<file path="src/rtl/core/ile_pkg.sv">
// shared constants, types and helpers for the ising lattice energy store
// no dependencies; imported by every module of the block
`default_nettype none

package ile_pkg;

    // lattice limits and derived widths
    localparam int MAX_WIDTH  = 64;
    localparam int MAX_HEIGHT = 64;
    localparam int COL_W      = $clog2(MAX_WIDTH);
    localparam int ROW_W      = $clog2(MAX_HEIGHT);
    localparam int DEPTH      = MAX_WIDTH * MAX_HEIGHT;
    localparam int ADDR_W     = $clog2(DEPTH);
    localparam int DIM_W      = 7;
    localparam int IDX_MAX_W  = (ROW_W > COL_W) ? ROW_W : COL_W;
    localparam int CW         = ((IDX_MAX_W > DIM_W) ? IDX_MAX_W : DIM_W) + 1;

    // field widths
    localparam int REQ_W      = 2;
    localparam int POS_W      = 6;
    localparam int ENERGY_W   = 14;
    localparam int ENERGY_MAX = 8191;
    localparam int ENERGY_MIN = -8192;
    localparam int ACC_W      = $clog2(2 * MAX_WIDTH * MAX_HEIGHT + 1) + 1;

    // request codes
    localparam logic [REQ_W-1:0] REQ_WRITE = 2'd0;
    localparam logic [REQ_W-1:0] REQ_SITE  = 2'd1;
    localparam logic [REQ_W-1:0] REQ_TOTAL = 2'd2;

    // configuration register indexes
    localparam logic CFG_WIDTH  = 1'b0;
    localparam logic CFG_HEIGHT = 1'b1;

    // read operand codes carried with each memory read
    localparam logic [1:0] OP_SITE_ME = 2'd0;
    localparam logic [1:0] OP_SITE_NB = 2'd1;
    localparam logic [1:0] OP_WALK_ME = 2'd2;
    localparam logic [1:0] OP_WALK_UP = 2'd3;

    // result kinds
    localparam logic [1:0] LD_NONE  = 2'd0;
    localparam logic [1:0] LD_SITE  = 2'd1;
    localparam logic [1:0] LD_TOTAL = 2'd2;

    typedef struct packed {
        logic       vld;
        logic [1:0] op;
        logic       incl;
    } t_rd_tag;

    typedef struct packed {
        logic       clr;
        logic       ld;
        logic [1:0] kind;
    } t_acc_ctl;

    // dimension as used: zero reads as one, clipped to the lattice limit
    function automatic logic [DIM_W-1:0] used_dim(input logic [DIM_W-1:0] dim, input int lim);
        logic [DIM_W-1:0] res;
        if (dim == '0) begin
            res = DIM_W'(1);
        end else if (int'(dim) > lim) begin
            res = DIM_W'(lim);
        end else begin
            res = dim;
        end
        return res;
    endfunction

    // fixed cell address r * MAX_WIDTH + c
    function automatic logic [ADDR_W-1:0] addr_of(input logic [ROW_W-1:0] r,
                                                  input logic [COL_W-1:0] c);
        return ADDR_W'(ADDR_W'(r) * ADDR_W'(MAX_WIDTH)) + ADDR_W'(c);
    endfunction

endpackage

`default_nettype wire

</file>
<file path="src/rtl/core/ile_accum.sv">
// energy accumulation on returned spins and the result output register
// depends on ile_pkg for tag and control structs
`default_nettype none

module ile_accum (
    input  wire                              i_clk,
    input  wire                              i_rst_n,
    input  ile_pkg::t_rd_tag                 i_tag,
    input  wire                              i_rdata,
    input  ile_pkg::t_acc_ctl                i_ctl,
    output logic                             o_out_free,
    output logic                             o_valid,
    input  wire                              i_ready,
    output logic                             o_site_spin,
    output logic signed [ile_pkg::ENERGY_W-1:0] o_energy,
    output logic                             o_was_total
);
    import ile_pkg::*;

    t_rd_tag                    r_tag;
    logic                       r_me, r_left;
    logic signed [3:0]          r_sum;
    logic signed [ACC_W-1:0]    r_acc;
    logic                       r_vld;
    logic                       r_spin, r_total;
    logic signed [ENERGY_W-1:0] r_energy;

    logic signed [ENERGY_W-1:0] site_e;
    logic signed [31:0]         acc_ext;
    logic signed [ENERGY_W-1:0] tot_e;

    // tag is registered so that it lines up with the registered memory read data
    always_ff @(posedge i_clk) begin
        if (!i_rst_n) begin
            r_tag <= '0;
        end else begin
            r_tag <= i_tag;
        end
    end

    // neighbor sum and bond accumulation
    always_ff @(posedge i_clk) begin
        if (i_ctl.clr) begin
            r_sum <= '0;
            r_acc <= '0;
        end else if (r_tag.vld) begin
            case (r_tag.op)
                OP_SITE_ME: begin
                    r_me <= i_rdata;
                end
                OP_SITE_NB: begin
                    if (r_tag.incl) begin
                        r_sum <= i_rdata ? r_sum + 4'sd1 : r_sum - 4'sd1;
                    end
                end
                OP_WALK_ME: begin
                    if (r_tag.incl) begin
                        r_acc <= (i_rdata == r_left) ? r_acc - ACC_W'(1) : r_acc + ACC_W'(1);
                    end
                    r_left <= i_rdata;
                    r_me   <= i_rdata;
                end
                OP_WALK_UP: begin
                    if (r_tag.incl) begin
                        r_acc <= (i_rdata == r_me) ? r_acc - ACC_W'(1) : r_acc + ACC_W'(1);
                    end
                end
                default: begin
                    r_me <= r_me;
                end
            endcase
        end
    end

    // local energy is minus spin times neighbor sum
    assign site_e  = r_me ? -ENERGY_W'(r_sum) : ENERGY_W'(r_sum);

    // total saturates to the output range
    assign acc_ext = 32'(r_acc);
    always_comb begin
        if (acc_ext > ENERGY_MAX) begin
            tot_e = ENERGY_W'(ENERGY_MAX);
        end else if (acc_ext < ENERGY_MIN) begin
            tot_e = ENERGY_W'(ENERGY_MIN);
        end else begin
            tot_e = ENERGY_W'(acc_ext);
        end
    end

    // output register
    assign o_out_free = !r_vld || i_ready;
    always_ff @(posedge i_clk) begin
        if (!i_rst_n) begin
            r_vld <= 1'b0;
        end else if (i_ctl.ld) begin
            r_vld <= 1'b1;
        end else if (i_ready) begin
            r_vld <= 1'b0;
        end
    end

    always_ff @(posedge i_clk) begin
        if (i_ctl.ld) begin
            case (i_ctl.kind)
                LD_SITE: begin
                    r_spin   <= r_me;
                    r_energy <= site_e;
                    r_total  <= 1'b0;
                end
                LD_TOTAL: begin
                    r_spin   <= 1'b0;
                    r_energy <= tot_e;
                    r_total  <= 1'b1;
                end
                default: begin
                    r_spin   <= 1'b0;
                    r_energy <= '0;
                    r_total  <= 1'b0;
                end
            endcase
        end
    end

    assign o_valid     = r_vld;
    assign o_site_spin = r_spin;
    assign o_energy    = r_energy;
    assign o_was_total = r_total;

endmodule

`default_nettype wire

</file>
<file path="config.mk">
export PLATFORM = sky130hd
export DESIGN_NAME = ile_accum
export DESIGN_NICKNAME = d
export VERILOG_FILES = /design/src/rtl/core/ile_pkg.sv /design/src/rtl/core/ile_accum.sv
export SDC_FILE = /design/constraint.sdc
export NUM_CORES = 1
export LEC_CHECK = 0
export ABC_AREA = 1
export BUFFER_PORTS_ARGS = -buffer_cell sky130_fd_sc_hd__buf_2
export CAP_MARGIN = 0
export CORE_ASPECT_RATIO = 1.1
export CORE_MARGIN = 3
export CORE_UTILIZATION = 40
export CTS_CLUSTER_DIAMETER = 60
export DETAILED_ROUTE_END_ITERATION = 12
export SLEW_MARGIN = 20
export SYNTH_ARGS = -nofsm -noshare
export SYNTH_HDL_FRONTEND = slang
export SYNTH_SLANG_ARGS = --single-unit
export TNS_END_PERCENT = 10
</file>
<file path="constraint.sdc">
create_clock -name i_clk -period 2.1 [get_ports i_clk]
set_input_delay 0.42 -clock i_clk [delete_from_list [all_inputs] [get_ports i_clk]]
set_output_delay 0.42 -clock i_clk [all_outputs]
set_load 0.1 [all_outputs]
</file>
==> impl_metrics.toml <==
[routing]
firstDrtPassIters = 4
vias_per_cell = 4.90
drtIter0Drc = 199
vias = 2399
drc = 0
finalWirelength_um = 5980
wl_per_cell_um = 12.2
ant_nets = 0

[clock_network]
cts_buffer_depth = 2
cts.sinks = 42
numCtsBuffers = 5
clkLatencyLatePin_ns = 0.30
clk_root_buffer_cell = "clkbuf_8"
htreeDepth = 2
postCtsHoldBufs = 0
cts_tree = "yes"
postCtsSetupRepairBufs = 0
path_clk_slew_ns = 0.09
cts_resized = 0

[logic_synthesis]
async_reset_ff_share_pct = 0
synth_area_per_cell_um2 = 6.98
yosys.cell_types.count = 28
seq_area_frac_synth_pct = 39.0
synth_seq_cells = 42
synthesis.nets = 398
synth_cells = 375
syn_area_um2 = 2620
synth_ff_type = "dfxtp_1"
synth_edf_count = 18
ys_warn_count = 0

[worst_setup_path]
critPathKind = "flip-flop to flip-flop"
crit_path_start_kind = "flip-flop"
worstPathArrival_ns = 1.85
crit_chain = "nand4_1, nor2_4, nand2_1, nand2_1, nand2_1, nand2_2, nand2_1, nand2_1, a21oi_1"
cp_common_cell = "nand2_1"
crit_path_end_kind = "flip-flop"
cp.required_ns = 2.13
critPathMaxFanout = 13
slowest_stage = "dfxtp_1"
max_stage_delay_ns = 0.47

[place]
dp.cells = 482
gp_congestion = 0.941
dp_slack_ns = 0.233
port_buffers = 29
post-dp-hpwl_um = 4640

[sta]
fin_ws_ns = 0.280
fmax_mhz = 549
setup_tns_ns = 0
worst_pin_slew_ns = 0.483
period_share_pct = 86.7
skew_ns = 0.0134
setup_violations = 0
finalHoldViolations = 0
rsz0062_at_grt = "no"
slew_headroom_pct = 67.7
slew_violations = 0
fin_crit_ns = 1.82

[die]
die_h_um = 90.9
core_area_um2 = 6270
num_io_pins = 30
initial_core_util_pct = 41.8
die_w_um = 83.1
num_rows = 30
dieArea_um2 = 7550

[global_routing]
grt_first_pass_wirelength_um = 10300
antenna_found_initial = 0
grtUsageTotal_pct = 16.5
grt_max_degree = 18
overflow = 0
grt_pass1_vias = 2231

[cells_and_area]
area_growth_pct = 12.2
antenna_cells = 0
drive_gt1_share_pct = 15.4
num-nets-final = 432
finalNonFillerCells = 490

[status]
status = "complete, no violations"

[power]
power_density_nw_per_um2 = 571
power_uw = 1680
leakagePower_uw = 0.00146
irDropWorstVdd_uv = 241

[min_path]
worstHoldPathType = "primary input to flip-flop"

[job]
maxCapViolCount = 0
-- metrics by stage --
| step | hold WS (ns) | instance area (um^2) | util [%] |
|---|---|---|---|
| 2_1_floorplan | 0.485 | 2620 | - |
| 3_3_place_gp | 0.471 | 2860 | 45.6 |
| 3_5_place_dp | 0.486 | 2860 | 45.6 |
| 4_1_cts | 0.294 | 2940 | 46.9 |
| 5_1_grt | 0.306 | 2940 | 46.9 |
| 6_report | 0.304 | 2940 | 46.9 |
-- path summary, 6_finish.rpt --
| check | end | depth (start not counted) | start | slack [ns] |
|---|---|---|---|---|
| max | o_energy[9] | 9 | r_acc[6] | 0.28 |
| min | r_tag[3] | 3 | i_tag[3] | 0.30 |
| max reg2reg | o_energy[9] | 9 | r_acc[6] | 0.28 |
| min reg2reg | o_valid | 2 | o_valid | 0.49 |
-- sequential cells by signal, indices dropped and copies added (netlist names) --
register,cells
r_acc,15
o_energy,14
r_sum,4
r_tag,4
o_site_spin,1
o_valid,1
o_was_total,1
r_left,1
r_me,1
-- cells in the final DEF, fill, tap and decap left out, drive strengths merged --
master  Yosys  final
a31oi       2      2
a21oi      32     32
a21boi      2      2
dfxtp      24     24
inv        55     55
nand3      27     27
clkinv      0      2
edfxtp     18     18
nor4        1      1
ha         10     10
nand3b      2      2
clkbuf      4      6
nand2     115    115
nand4       5      5
a211oi      1      1
nor3        3      3
xor2        2      2
o21ai      24     24
fa          1      1
buf         6     37
nor2       41     41
-- area by class of cell --
| class | instances | area (um^2) |
|---|---|---|
| multi-input cells | 268 | 1330 |
| clock buffers | 6 | 72.6 |
| inverters | 55 | 206 |
| clock inverters | 2 | 8.76 |
| fillers | 675 | 3330 |
| flip-flops and latches | 42 | 1020 |
| repair buffers | 37 | 205 |
| well taps | 80 | 100 |
-- critical path: cells and delay by family, from the launching register on --
family / cells / cell delay, ns
flip-flops: 1 / 0.47
AND/OR/NAND/NOR: 8 / 1.00
AO/OA/AOI/OAI: 1 / 0.07
-- report_power, final --
group	internal [uW]	total, uW	switching [uW]
Sequential	874	884	10.4
Combinational	58.8	282	224
Clock	229	512	283
Total	1160	1680	517
-- per-layer routing --
metal | share of wire, % | GRT usage [%] | up-vias
met5 | 0 | 0 | -
met4 | 1.9 | 5.99 | 0
met3 | 5.7 | 3.28 | 10
met2 | 47 | 27.0 | 71
met1 | 45 | 21.4 | 1051
li1 | - | - | 1267
-- cell families (layout without fill, tap and decap cells) --
| family | after synthesis | count (layout) | share of synthesized area [%] |
|---|---|---|---|
| compound gates | 61 | 61 | 12.2 |
| xor+xnor | 2 | 2 | 0.669 |
| fa+ha+maj | 11 | 11 | 5.54 |
| buf+inv | 65 | 100 | 10.5 |
| flops | 42 | 42 | 39.0 |
| simple gates | 194 | 194 | 32.1 |
-- Yosys cell counts, types with 2 or more instances --
| cell type | count | share of area [%] |
|---|---|---|
| o21ai_0 | 24 | 4.6 |
| nand4_1 | 5 | 1.2 |
| nor2_2 | 4 | 0.96 |
| nand2_1 | 104 | 15 |
| edfxtp_1 | 18 | 21 |
| a21boi_0 | 2 | 0.57 |
| nand2_2 | 11 | 2.6 |
| nor2_1 | 35 | 5.0 |
| a21oi_1 | 31 | 5.9 |
| clkbuf_1 | 2 | 0.29 |
| nor2_4 | 2 | 0.86 |
| nor3_1 | 3 | 0.57 |
| buf_6 | 2 | 0.86 |
| nand3_1 | 27 | 5.2 |
| dfxtp_1 | 24 | 18 |
| a31oi_1 | 2 | 0.48 |
| nand3b_1 | 2 | 0.57 |
| inv_1 | 54 | 7.7 |
| xor2_1 | 2 | 0.67 |
| buf_2 | 4 | 0.76 |
| ha_1 | 10 | 4.8 |
(Power assumes the default switching activity.)
