`src/rtl/core/ile_pkg.sv`:
```
// shared constants, types and helpers for the ising lattice energy store
// no dependencies; imported by every module of the block
`default_nettype none

package ile_pkg;

    // lattice limits and derived widths
    localparam int MAX_WIDTH  = 64;
    localparam int MAX_HEIGHT = 64;
    localparam int COL_W      = $clog2(MAX_WIDTH);
    localparam int ROW_W      = $clog2(MAX_HEIGHT);
    localparam int DEPTH      = MAX_WIDTH * MAX_HEIGHT;
    localparam int ADDR_W     = $clog2(DEPTH);
    localparam int DIM_W      = 7;
    localparam int IDX_MAX_W  = (ROW_W > COL_W) ? ROW_W : COL_W;
    localparam int CW         = ((IDX_MAX_W > DIM_W) ? IDX_MAX_W : DIM_W) + 1;

    // field widths
    localparam int REQ_W      = 2;
    localparam int POS_W      = 6;
    localparam int ENERGY_W   = 14;
    localparam int ENERGY_MAX = 8191;
    localparam int ENERGY_MIN = -8192;
    localparam int ACC_W      = $clog2(2 * MAX_WIDTH * MAX_HEIGHT + 1) + 1;

    // request codes
    localparam logic [REQ_W-1:0] REQ_WRITE = 2'd0;
    localparam logic [REQ_W-1:0] REQ_SITE  = 2'd1;
    localparam logic [REQ_W-1:0] REQ_TOTAL = 2'd2;

    // configuration register indexes
    localparam logic CFG_WIDTH  = 1'b0;
    localparam logic CFG_HEIGHT = 1'b1;

    // read operand codes carried with each memory read
    localparam logic [1:0] OP_SITE_ME = 2'd0;
    localparam logic [1:0] OP_SITE_NB = 2'd1;
    localparam logic [1:0] OP_WALK_ME = 2'd2;
    localparam logic [1:0] OP_WALK_UP = 2'd3;

    // result kinds
    localparam logic [1:0] LD_NONE  = 2'd0;
    localparam logic [1:0] LD_SITE  = 2'd1;
    localparam logic [1:0] LD_TOTAL = 2'd2;

    typedef struct packed {
        logic       vld;
        logic [1:0] op;
        logic       incl;
    } t_rd_tag;

    typedef struct packed {
        logic       clr;
        logic       ld;
        logic [1:0] kind;
    } t_acc_ctl;

    // dimension as used: zero reads as one, clipped to the lattice limit
    function automatic logic [DIM_W-1:0] used_dim(input logic [DIM_W-1:0] dim, input int lim);
        logic [DIM_W-1:0] res;
        if (dim == '0) begin
            res = DIM_W'(1);
        end else if (int'(dim) > lim) begin
            res = DIM_W'(lim);
        end else begin
            res = dim;
        end
        return res;
    endfunction

    // fixed cell address r * MAX_WIDTH + c
    function automatic logic [ADDR_W-1:0] addr_of(input logic [ROW_W-1:0] r,
                                                  input logic [COL_W-1:0] c);
        return ADDR_W'(ADDR_W'(r) * ADDR_W'(MAX_WIDTH)) + ADDR_W'(c);
    endfunction

endpackage

`default_nettype wire

```
`src/rtl/core/ile_seq.sv`:
```
// request sequencer: config registers, spin writes, read address walk
// depends on ile_pkg; drives ile_spin_ram and ile_accum
`default_nettype none

module ile_seq (
    input  wire                          i_clk,
    input  wire                          i_rst_n,
    // request word
    input  wire                          i_req_valid,
    output logic                         o_req_ready,
    input  wire  [ile_pkg::REQ_W-1:0]    i_req_type,
    input  wire  [ile_pkg::POS_W-1:0]    i_row,
    input  wire  [ile_pkg::POS_W-1:0]    i_col,
    input  wire                          i_new_spin,
    // configuration writes
    input  wire                          i_cfg_valid,
    output logic                         o_cfg_ready,
    input  wire                          i_cfg_addr,
    input  wire  [ile_pkg::DIM_W-1:0]    i_cfg_data,
    // memory ports
    output logic                         o_we,
    output logic [ile_pkg::ADDR_W-1:0]   o_waddr,
    output logic                         o_wdata,
    output logic                         o_re,
    output logic [ile_pkg::ADDR_W-1:0]   o_raddr,
    // accumulator control
    output ile_pkg::t_rd_tag             o_tag,
    output ile_pkg::t_acc_ctl            o_ctl,
    input  wire                          i_out_free
);
    import ile_pkg::*;

    localparam logic [2:0] S_IDLE  = 3'd0;
    localparam logic [2:0] S_SITE  = 3'd1;
    localparam logic [2:0] S_WALK  = 3'd2;
    localparam logic [2:0] S_DRAIN = 3'd3;
    localparam logic [2:0] S_DONE  = 3'd4;

    localparam logic [2:0] ST_ME = 3'd0;
    localparam logic [2:0] ST_UP = 3'd1;
    localparam logic [2:0] ST_DN = 3'd2;
    localparam logic [2:0] ST_LF = 3'd3;
    localparam logic [2:0] ST_RT = 3'd4;

    logic [2:0]       r_state, n_state;
    logic [2:0]       r_step,  n_step;
    logic [1:0]       r_kind,  n_kind;
    logic [ROW_W-1:0] r_r,     n_r;
    logic [COL_W-1:0] r_c,     n_c;
    logic             r_ph,    n_ph;
    logic [DIM_W-1:0] r_gw,    r_gh;

    logic [DIM_W-1:0] w_use, h_use;
    logic             accept, in_grid;
    logic [ROW_W-1:0] nb_r;
    logic [COL_W-1:0] nb_c;
    logic             nb_incl;
    logic [1:0]       nb_op;
    logic             last_col, last_row;

    assign w_use = used_dim(r_gw, MAX_WIDTH);
    assign h_use = used_dim(r_gh, MAX_HEIGHT);

    assign o_req_ready = (r_state == S_IDLE);
    assign accept      = i_req_valid && o_req_ready;
    assign in_grid     = (CW'(i_row) < CW'(h_use)) && (CW'(i_col) < CW'(w_use));

    // config registers, always ready
    assign o_cfg_ready = 1'b1;
    always_ff @(posedge i_clk) begin
        if (!i_rst_n) begin
            r_gw <= DIM_W'(64);
            r_gh <= DIM_W'(64);
        end else if (i_cfg_valid) begin
            case (i_cfg_addr)
                CFG_WIDTH:  r_gw <= i_cfg_data;
                CFG_HEIGHT: r_gh <= i_cfg_data;
                default:    r_gw <= r_gw;
            endcase
        end
    end

    // spin write straight from the request word
    assign o_we    = accept && (i_req_type == REQ_WRITE) && in_grid;
    assign o_waddr = addr_of(ROW_W'(i_row), COL_W'(i_col));
    assign o_wdata = i_new_spin;

    // end of row and end of lattice during the walk
    assign last_col = (CW'(r_c) + CW'(1)) == CW'(w_use);
    assign last_row = (CW'(r_r) + CW'(1)) == CW'(h_use);

    // neighbor coordinates for the current read
    always_comb begin
        nb_r    = r_r;
        nb_c    = r_c;
        nb_incl = 1'b1;
        nb_op   = OP_SITE_NB;
        if (r_state == S_WALK) begin
            if (!r_ph) begin
                nb_op   = OP_WALK_ME;
                nb_incl = (r_c != '0);
            end else begin
                nb_op   = OP_WALK_UP;
                nb_incl = (r_r != '0);
                nb_r    = r_r - ROW_W'(1);
            end
        end else begin
            case (r_step)
                ST_ME: begin
                    nb_op = OP_SITE_ME;
                end
                ST_UP: begin
                    nb_incl = (r_r != '0);
                    nb_r    = r_r - ROW_W'(1);
                end
                ST_DN: begin
                    nb_incl = (CW'(r_r) + CW'(1)) < CW'(h_use);
                    nb_r    = r_r + ROW_W'(1);
                end
                ST_LF: begin
                    nb_incl = (r_c != '0);
                    nb_c    = r_c - COL_W'(1);
                end
                ST_RT: begin
                    nb_incl = (CW'(r_c) + CW'(1)) < CW'(w_use);
                    nb_c    = r_c + COL_W'(1);
                end
                default: begin
                    nb_incl = 1'b0;
                end
            endcase
        end
    end

    // read issue; an excluded neighbor reads the site itself
    assign o_re      = (r_state == S_SITE) || (r_state == S_WALK);
    assign o_raddr   = (nb_incl && !(r_state == S_WALK && !r_ph))
                       ? addr_of(nb_r, nb_c) : addr_of(r_r, r_c);
    assign o_tag.vld  = o_re;
    assign o_tag.op   = nb_op;
    assign o_tag.incl = nb_incl;

    // sequencing
    always_comb begin
        n_state    = r_state;
        n_step     = r_step;
        n_kind     = r_kind;
        n_r        = r_r;
        n_c        = r_c;
        n_ph       = r_ph;
        o_ctl.clr  = 1'b0;
        o_ctl.ld   = 1'b0;
        o_ctl.kind = r_kind;
        case (r_state)
            S_IDLE: begin
                if (accept) begin
                    n_r    = ROW_W'(i_row);
                    n_c    = COL_W'(i_col);
                    n_step = ST_ME;
                    n_ph   = 1'b0;
                    case (i_req_type)
                        REQ_SITE: begin
                            o_ctl.clr = 1'b1;
                            n_kind    = in_grid ? LD_SITE : LD_NONE;
                            n_state   = in_grid ? S_SITE : S_DONE;
                        end
                        REQ_TOTAL: begin
                            o_ctl.clr = 1'b1;
                            n_kind    = LD_TOTAL;
                            n_r       = '0;
                            n_c       = '0;
                            n_state   = S_WALK;
                        end
                        default: begin
                            n_state = S_IDLE;
                        end
                    endcase
                end
            end
            S_SITE: begin
                n_step = r_step + 3'd1;
                if (r_step == ST_RT) begin
                    n_state = S_DRAIN;
                end
            end
            S_WALK: begin
                n_ph = !r_ph;
                if (r_ph) begin
                    if (last_col) begin
                        n_c = '0;
                        n_r = r_r + ROW_W'(1);
                        if (last_row) begin
                            n_state = S_DRAIN;
                        end
                    end else begin
                        n_c = r_c + COL_W'(1);
                    end
                end
            end
            S_DRAIN: begin
                n_state = S_DONE;
            end
            S_DONE: begin
                if (i_out_free) begin
                    o_ctl.ld = 1'b1;
                    n_state  = S_IDLE;
                end
            end
            default: begin
                n_state = S_IDLE;
            end
        endcase
    end

    always_ff @(posedge i_clk) begin
        if (!i_rst_n) begin
            r_state <= S_IDLE;
            r_step  <= ST_ME;
            r_ph    <= 1'b0;
        end else begin
            r_state <= n_state;
            r_step  <= n_step;
            r_ph    <= n_ph;
        end
    end

    always_ff @(posedge i_clk) begin
        r_kind <= n_kind;
        r_r    <= n_r;
        r_c    <= n_c;
    end

endmodule

`default_nettype wire

```
`config.mk`:
```
export PLATFORM = sky130hd
export DESIGN_NAME = ile_seq
export DESIGN_NICKNAME = d
export VERILOG_FILES = /design/src/rtl/core/ile_pkg.sv /design/src/rtl/core/ile_seq.sv
export SDC_FILE = /design/constraint.sdc
export NUM_CORES = 1
export LEC_CHECK = 0
export BUFFER_PORTS_ARGS = -buffer_cell sky130_fd_sc_hd__buf_4
export CORE_ASPECT_RATIO = 0.9
export CORE_UTILIZATION = 44
export CTS_BUF_LIST = sky130_fd_sc_hd__clkbuf_4
export CTS_CLUSTER_DIAMETER = 150
export DETAILED_ROUTE_END_ITERATION = 8
export GPL_ROUTABILITY_DRIVEN = 1
export PLACE_DENSITY = 0.71
export RECOVER_POWER = 100
export SYNTH_ARGS = -nofsm -noshare
export SYNTH_HDL_FRONTEND = slang
export SYNTH_SLANG_ARGS = --single-unit
```
`constraint.sdc`:
```
create_clock -name i_clk -period 3.6 [get_ports i_clk]
set_input_delay 0.36 -clock i_clk [delete_from_list [all_inputs] [get_ports i_clk]]
set_output_delay 0.36 -clock i_clk [all_outputs]
set_load 0.03 [all_outputs]
```
==> results.sh, run 1 <==
export IMPL_via_count=3408
export IMPL_synthFlopType="dfxtp_1"
export IMPL_rsz0062_at_grt="true"
export IMPL_tritoncts="yes"
export IMPL_worstRegToRegCells=10
export IMPL_clk_pin_slew_ns=0.12
export IMPL_post_place_ws_ns=0.1330
export IMPL_regToRegStartpoint="r_c[0]"
export IMPL_worstPathCellList="and3_1 -> nand3_2 -> xor2_1 -> inv_1 -> ha_4 -> a211o_1 -> or3_4 -> o32ai_4 -> nor4_4 -> a21boi_4 -> mux2i_1 -> buf_4"
export IMPL_yosys_cell_types_count=70
export IMPL_grt_pass1_wl_um=14680
export IMPL_drc_errors=0
export IMPL_ys_ff_latch=35
export IMPL_cp_start_kind="flip-flop"
export IMPL_netlist_area_mm2=0.003412
export IMPL_clk_latency_ns=0.36
export IMPL_critPathMaxFanout=6
export IMPL_outcome="complete, no violations"
export IMPL_grt_antenna_before_repair=0
export IMPL_hold_path_class="input pin to flip-flop"
export IMPL_grt_max_degree=21
export IMPL_timing_final_crit_share=0.9910
export IMPL_cts_sinks=35
export IMPL_nNetsFinal=554
export IMPL_port_buffers=61
export IMPL_synth_avg_cell_area_um2=8.009
export IMPL_yosysMostFrequentCell="nand2_1"
export IMPL_ir_worst_vdd_uv=291.7
export IMPL_p_leak_nw=1.736
export IMPL_synth_top_cell_area_share=0.1247
export IMPL_synth_top_cells_by_count="42 x nand2_1, 34 x ha_1, 28 x nor2_1, 26 x inv_1, 26 x o21ai_0"
export IMPL_power_density_mw_per_mm2=634.5
export IMPL_synthesis_nets=488
export IMPL_maxCapViolCount=0
export IMPL_synth_edf_count=14
export IMPL_drive_above_1_share=0.2576
export IMPL_cts_htree_levels=2
export IMPL_dieHeight_um=85.54
export IMPL_syn_to_final_growth_pct=26.62
export IMPL_dieWidth_um=94.83
export IMPL_wl_um=9463
export IMPL_grt_pass1_vias=3106
export IMPL_cp_arrival_ns=3.21
export IMPL_fmax_ghz=0.2803
export IMPL_hold_start="i_cfg_data[5]"
export IMPL_ant_nets=0
export IMPL_overflow=0
export IMPL_critPathCaptureType="output port"
export IMPL_setup_slack_ns=0.03230
export IMPL_synthTopCellsByArea="ha_1 12%, dfxtp_1 12%, edfxtp_1 12%"
export IMPL_slowest_stage="edfxtp_1"
export IMPL_cts_hold_buf=0
export IMPL_utilization=0.5755
export IMPL_drtIter0Drc=184
export IMPL_core_mm2=0.007507
export IMPL_antennaDiodeCount=0
export IMPL_yosys_area_top_type="ha_1"
export IMPL_skew_ns=0.02722
export IMPL_finalHoldViolations=0
export IMPL_maxSlewHeadroom=0.5039
export IMPL_viasPerCell=5.786
export IMPL_worstSetupPathType="flip-flop to output port"
export IMPL_cpPeakStageDelay_ns=0.41
export IMPL_synth_seq_area_share=0.2464
export IMPL_numCtsBuffers=5
export IMPL_tightest_slew_ns=0.7427
export IMPL_rows=30
export IMPL_ios=65
export IMPL_grt_usage=0.2284
export IMPL_setup_violations=0
export IMPL_syn_inst=426
export IMPL_place_gp_congestion=0.8654
export IMPL_period_needed_ns=3.568
export IMPL_cts_max_path_buffers=2
export IMPL_crit_start="r_c[4]"
export IMPL_setup_tns_ns=0
export IMPL_synth_warnings=0
export IMPL_fillCellCount=689
export IMPL_root_buffer="clkbuf_4"
export IMPL_start_util=0.4545
export IMPL_hold_slack_ns=0.2609
export IMPL_wl_per_cell_um=16.07
export IMPL_slew_violations=0
export IMPL_design_power_total_mw=2.741
export IMPL_required_ns=3.24
export IMPL_drt_first_pass_iters=5
export IMPL_hold_path_depth=3
export IMPL_dieArea_mm2=0.008111
export IMPL_async_flop_share=0
export IMPL_hpwl_um=7122
## stage by stage
step,cell area (um2),std cells
final,4320,589
after global routing,4320,589
after CTS,3998,572
after detailed placement,3890,563
after global placement,3890,563
after floorplan,3412,426
## worst max-delay path: cells and delay by family, from the launching register on
family	cells	cell delay [ns]
DFF	1	0.41
buffers and inverters	2	0.28
AOI/OAI and AO/OA	3	0.74
xor gates and xnor gates	1	0.20
adders and majority gates	1	0.25
and+or+nand+nor	4	0.76
muxes	1	0.23
## final timing paths
| check | slack, ns | to |
|---|---|---|
| worst max register to register | 0.86 | r_state[1] |
| worst min register to register | 0.47 | r_gh[0] |
| worst max-delay path | 0.03 | o_raddr[0] |
| worst min-delay path | 0.26 | r_gw[5] |
## area by class of cell
| class | count | area [um2] | share of cell area |
|---|---|---|---|
| well taps | 96 | 120.1 | 0.02780 |
| repair buffers | 89 | 611.8 | 0.1416 |
| clock buffers | 7 | 52.55 | 0.01216 |
| multi-input cells | 332 | 2549 | 0.5899 |
| inverters | 29 | 116.4 | 0.02693 |
| flip-flops and latches | 35 | 840.8 | 0.1946 |
| clock inverters | 1 | 30.03 | 0.006950 |
## power breakdown
| group | internal [mW] | switching [mW] |
|---|---|---|
| Clock | 0.162 | 0.133 |
| Combinational | 0.788 | 1.05 |
| Sequential | 0.511 | 0.0933 |
## kinds of logic (layout without fill, tap and decap cells)
family	count (synthesis)	in the layout	synth area share
and+or+nand+nor	166	167	0.2589
other	1	1	0.001099
xor gates and xnor gates	10	10	0.02970
adders and majority gates	35	35	0.1276
DFF	35	35	0.2464
muxes	10	10	0.02970
AOI/OAI and AO/OA	109	109	0.2211
buffers and inverters	60	126	0.08544
## routing by layer
layer / share of wire / up-vias / GRT usage
li1: - / 1694 / -
met1: 0.46 / 1594 / 0.3137
met2: 0.48 / 107 / 0.3728
met3: 0.047 / 13 / 0.03812
met4: 0.012 / 0 / 0.05510
met5: 0 / - / 0
## flip-flops by register name, summed over array words and instances, names as in the netlist
register / flops
r_r: 6
r_c: 6
r_gw: 7
r_state: 3
r_ph: 1
r_kind: 2
r_gh: 7
r_step: 3
## what timing repair did
| action | in CTS | in global routing |
|---|---|---|
| endpoints found under the setup margin | 12 | 13 |
| buffers inserted | 1 | 16 |
| resized for setup | 3 | 47 |
| gates cloned | 0 | 1 |
| pin swaps | 2 | 16 |
## layout by cell type (no fill, tap or decap), types with 5 or more instances in the layout
master,n
buf_4,64
nand2_1,42
nor2_1,27
ha_1,25
o21ai_0,24
inv_1,22
dfxtp_1,21
a21oi_1,20
clkbuf_1,20
nand3_1,17
edfxtp_1,14
nand3b_1,13
nor3_1,12
mux2i_1,9
ha_4,9
and3_1,8
nand2b_1,7
clkbuf_4,7
o211ai_1,6
nand4_1,5
nor2b_1,5
o22ai_1,5
buf_6,5
(Power assumes the default switching activity.)
==> run 2: changes to the inputs <==
--- a/config.mk
+++ b/config.mk
@@ -7,11 +7,13 @@
 export LEC_CHECK = 0
 export BUFFER_PORTS_ARGS = -buffer_cell sky130_fd_sc_hd__buf_4
 export CORE_ASPECT_RATIO = 0.9
+export CORE_MARGIN = 8
 export CORE_UTILIZATION = 44
 export CTS_BUF_LIST = sky130_fd_sc_hd__clkbuf_4
 export CTS_CLUSTER_DIAMETER = 150
 export DETAILED_ROUTE_END_ITERATION = 8
 export GPL_ROUTABILITY_DRIVEN = 1
+export MAX_ROUTING_LAYER = met4
 export PLACE_DENSITY = 0.71
 export RECOVER_POWER = 100
 export SYNTH_ARGS = -nofsm -noshare
==> run 2 against run 1 <==
Against the previous run:
- wire length grew 4.4%
- worst hold slack lost 0.019 ns
- highest routed layer unchanged
- largest cell class unchanged
- first-iteration DRC count grew 27%
- die area grew 34%
- non-clock buffer count shrank 1
- combinational power grew 2%
- final cell count shrank 0.34%
- worst setup slack gained 0.038 ns
- critical path depth grew 1
- sequential share of layout area shrank 0.24 points
==> results.sh, run 2 (synthesized netlist as in run 1, its figures left out) <==
export IMPL_outcome="complete, no violations"
export IMPL_endpoint="o_raddr[7]"
export IMPL_p_leak_nw=1.747
export IMPL_finalHoldViolations=0
export IMPL_worstRegToRegCells=9
export IMPL_nNetsFinal=552
export IMPL_syn_to_final_growth_pct=28.20
export IMPL_ir_worst_vdd_uv=333.6
export IMPL_core_mm2=0.007545
export IMPL_crit_start="r_c[0]"
export IMPL_slew_violations=0
export IMPL_clk_latency_ns=0.36
export IMPL_port_buffers=61
export IMPL_most_common_layout_cells="63 x buf_4, 42 x nand2_1, 27 x nor2_1, 23 x o21ai_0"
export IMPL_critPathCaptureType="output port"
export IMPL_required_ns=3.24
export IMPL_cts_sinks=35
export IMPL_ant_nets=0
export IMPL_final_common_cell="buf_4"
export IMPL_fmax_ghz=0.2833
export IMPL_drc_errors=0
export IMPL_r2r_slack_ns=0.97
export IMPL_critPathMaxFanout=8
export IMPL_maxCapViolCount=0
export IMPL_via_count=3357
export IMPL_drtIter0Drc=233
export IMPL_regToRegStartpoint="r_c[0]"
export IMPL_cts_htree_levels=2
export IMPL_setup_tns_ns=0
export IMPL_wl_um=9876
export IMPL_ios=65
export IMPL_design_power_total_mw=2.776
export IMPL_antennaDiodeCount=0
export IMPL_grt_max_degree=19
export IMPL_drive_above_1_share=0.2648
export IMPL_dieArea_mm2=0.01083
export IMPL_grt_usage=0.1773
export IMPL_drt_first_pass_iters=4
export IMPL_busiest_layer="met2"
export IMPL_overflow=0
export IMPL_cp_start_kind="flip-flop"
export IMPL_hpwl_um=7529
export IMPL_hold_slack_ns=0.2416
export IMPL_setup_violations=0
export IMPL_rsz0062_at_grt="true"
export IMPL_cts_hold_buf=0
export IMPL_dieWidth_um=108.8
export IMPL_hold_path_class="input pin to flip-flop"
export IMPL_met1_usage=0.2291
export IMPL_rows=30
export IMPL_dieHeight_um=99.54
export IMPL_reg_top3="r_gh x7, r_gw x7"
export IMPL_maxSlewHeadroom=0.5056
export IMPL_grt_antenna_before_repair=0
export IMPL_r2r_end="r_state[1]"
export IMPL_wl_per_cell_um=16.82
export IMPL_viasPerCell=5.719
export IMPL_grt_util_met2=0.2842
export IMPL_root_buffer="clkbuf_4"
export IMPL_period_needed_ns=3.530
export IMPL_power_density_mw_per_mm2=634.6
export IMPL_use_met3=0.02521
export IMPL_cp_arrival_ns=3.17
export IMPL_tightest_slew_ns=0.7401
export IMPL_skew_ns=0.01646
export IMPL_clk_pin_slew_ns=0.12
export IMPL_tritoncts="yes"
export IMPL_grt_pass1_vias=3209
export IMPL_grt_pass1_wl_um=15290
export IMPL_start_util=0.4522
export IMPL_numCtsBuffers=5
export IMPL_timing_final_crit_share=0.9804
export IMPL_worstSetupPathType="flip-flop to output port"
export IMPL_place_gp_congestion=0.9051
export IMPL_cts_max_path_buffers=2
-- run 2: worst max-delay path, cell delays in order, from the launching register on --
cell and delay (ns):
edfxtp_1 0.47, buf_6 0.17, nand3_2 0.07, xor2_1 0.19, inv_1 0.10, ha_4 0.23, a211o_1 0.30, or3_4 0.34
o32ai_4 0.14, nor4_4 0.13, buf_4 0.17, a21o_1 0.17, a32oi_1 0.14, buf_4 0.19
-- run 2: timing repair --
| action | in CTS | in global routing |
|---|---|---|
| setup endpoints to repair | 13 | 12 |
| gates resized for setup | 8 | 51 |
| setup buffers | 4 | 13 |
| cloned | 0 | 0 |
| pin swaps | 5 | 14 |
-- run 2: worst min-delay path by stage --
stage	from	end	cells after the start
2_1_floorplan	i_rst_n	r_gh[6]	1
3_3_place_gp	r_gh[0]	r_gh[0]	2
3_5_place_dp	r_gh[0]	r_gh[0]	2
4_1_cts	i_cfg_data[5]	r_gw[5]	3
5_1_grt	i_cfg_data[5]	r_gw[5]	3
6_report	i_cfg_data[5]	r_gw[5]	3
-- run 2: metrics by stage --
stage / utilization / setup slack (ns) / std cells / instance area (um2)
after global placement: 0.5146 / 0.2520 / 562 / 3882
after global routing: 0.5798 / -0.08624 / 587 / 4374
after floorplan: - / 0.02355 / 426 / 3412
after CTS: 0.5355 / 0.001755 / 574 / 4040
final: 0.5798 / 0.07040 / 587 / 4374
after detailed placement: 0.5146 / 0.1407 / 562 / 3882
-- run 2: routing by layer --
metal	vias to the layer above	share of wire
met2	67	0.50
met5	-	0
met3	6	0.036
met4	0	0.0076
li1	1680	-
met1	1604	0.46
-- run 2: cell type report --
type                    instances  area [um2]
fillers                       698        3171
well taps                      96       120.1
repair buffers                 88       604.3
inverters                      29       111.4
clock inverters                 3       43.79
flip-flops and latches         35       840.8
multi-input cells             331        2616
clock buffers                   5       37.54
-- run 2: power by group --
| part | switching (mW) | internal [mW] |
|---|---|---|
| clock network | 0.143 | 0.146 |
| registers | 0.0932 | 0.511 |
| logic | 1.07 | 0.809 |
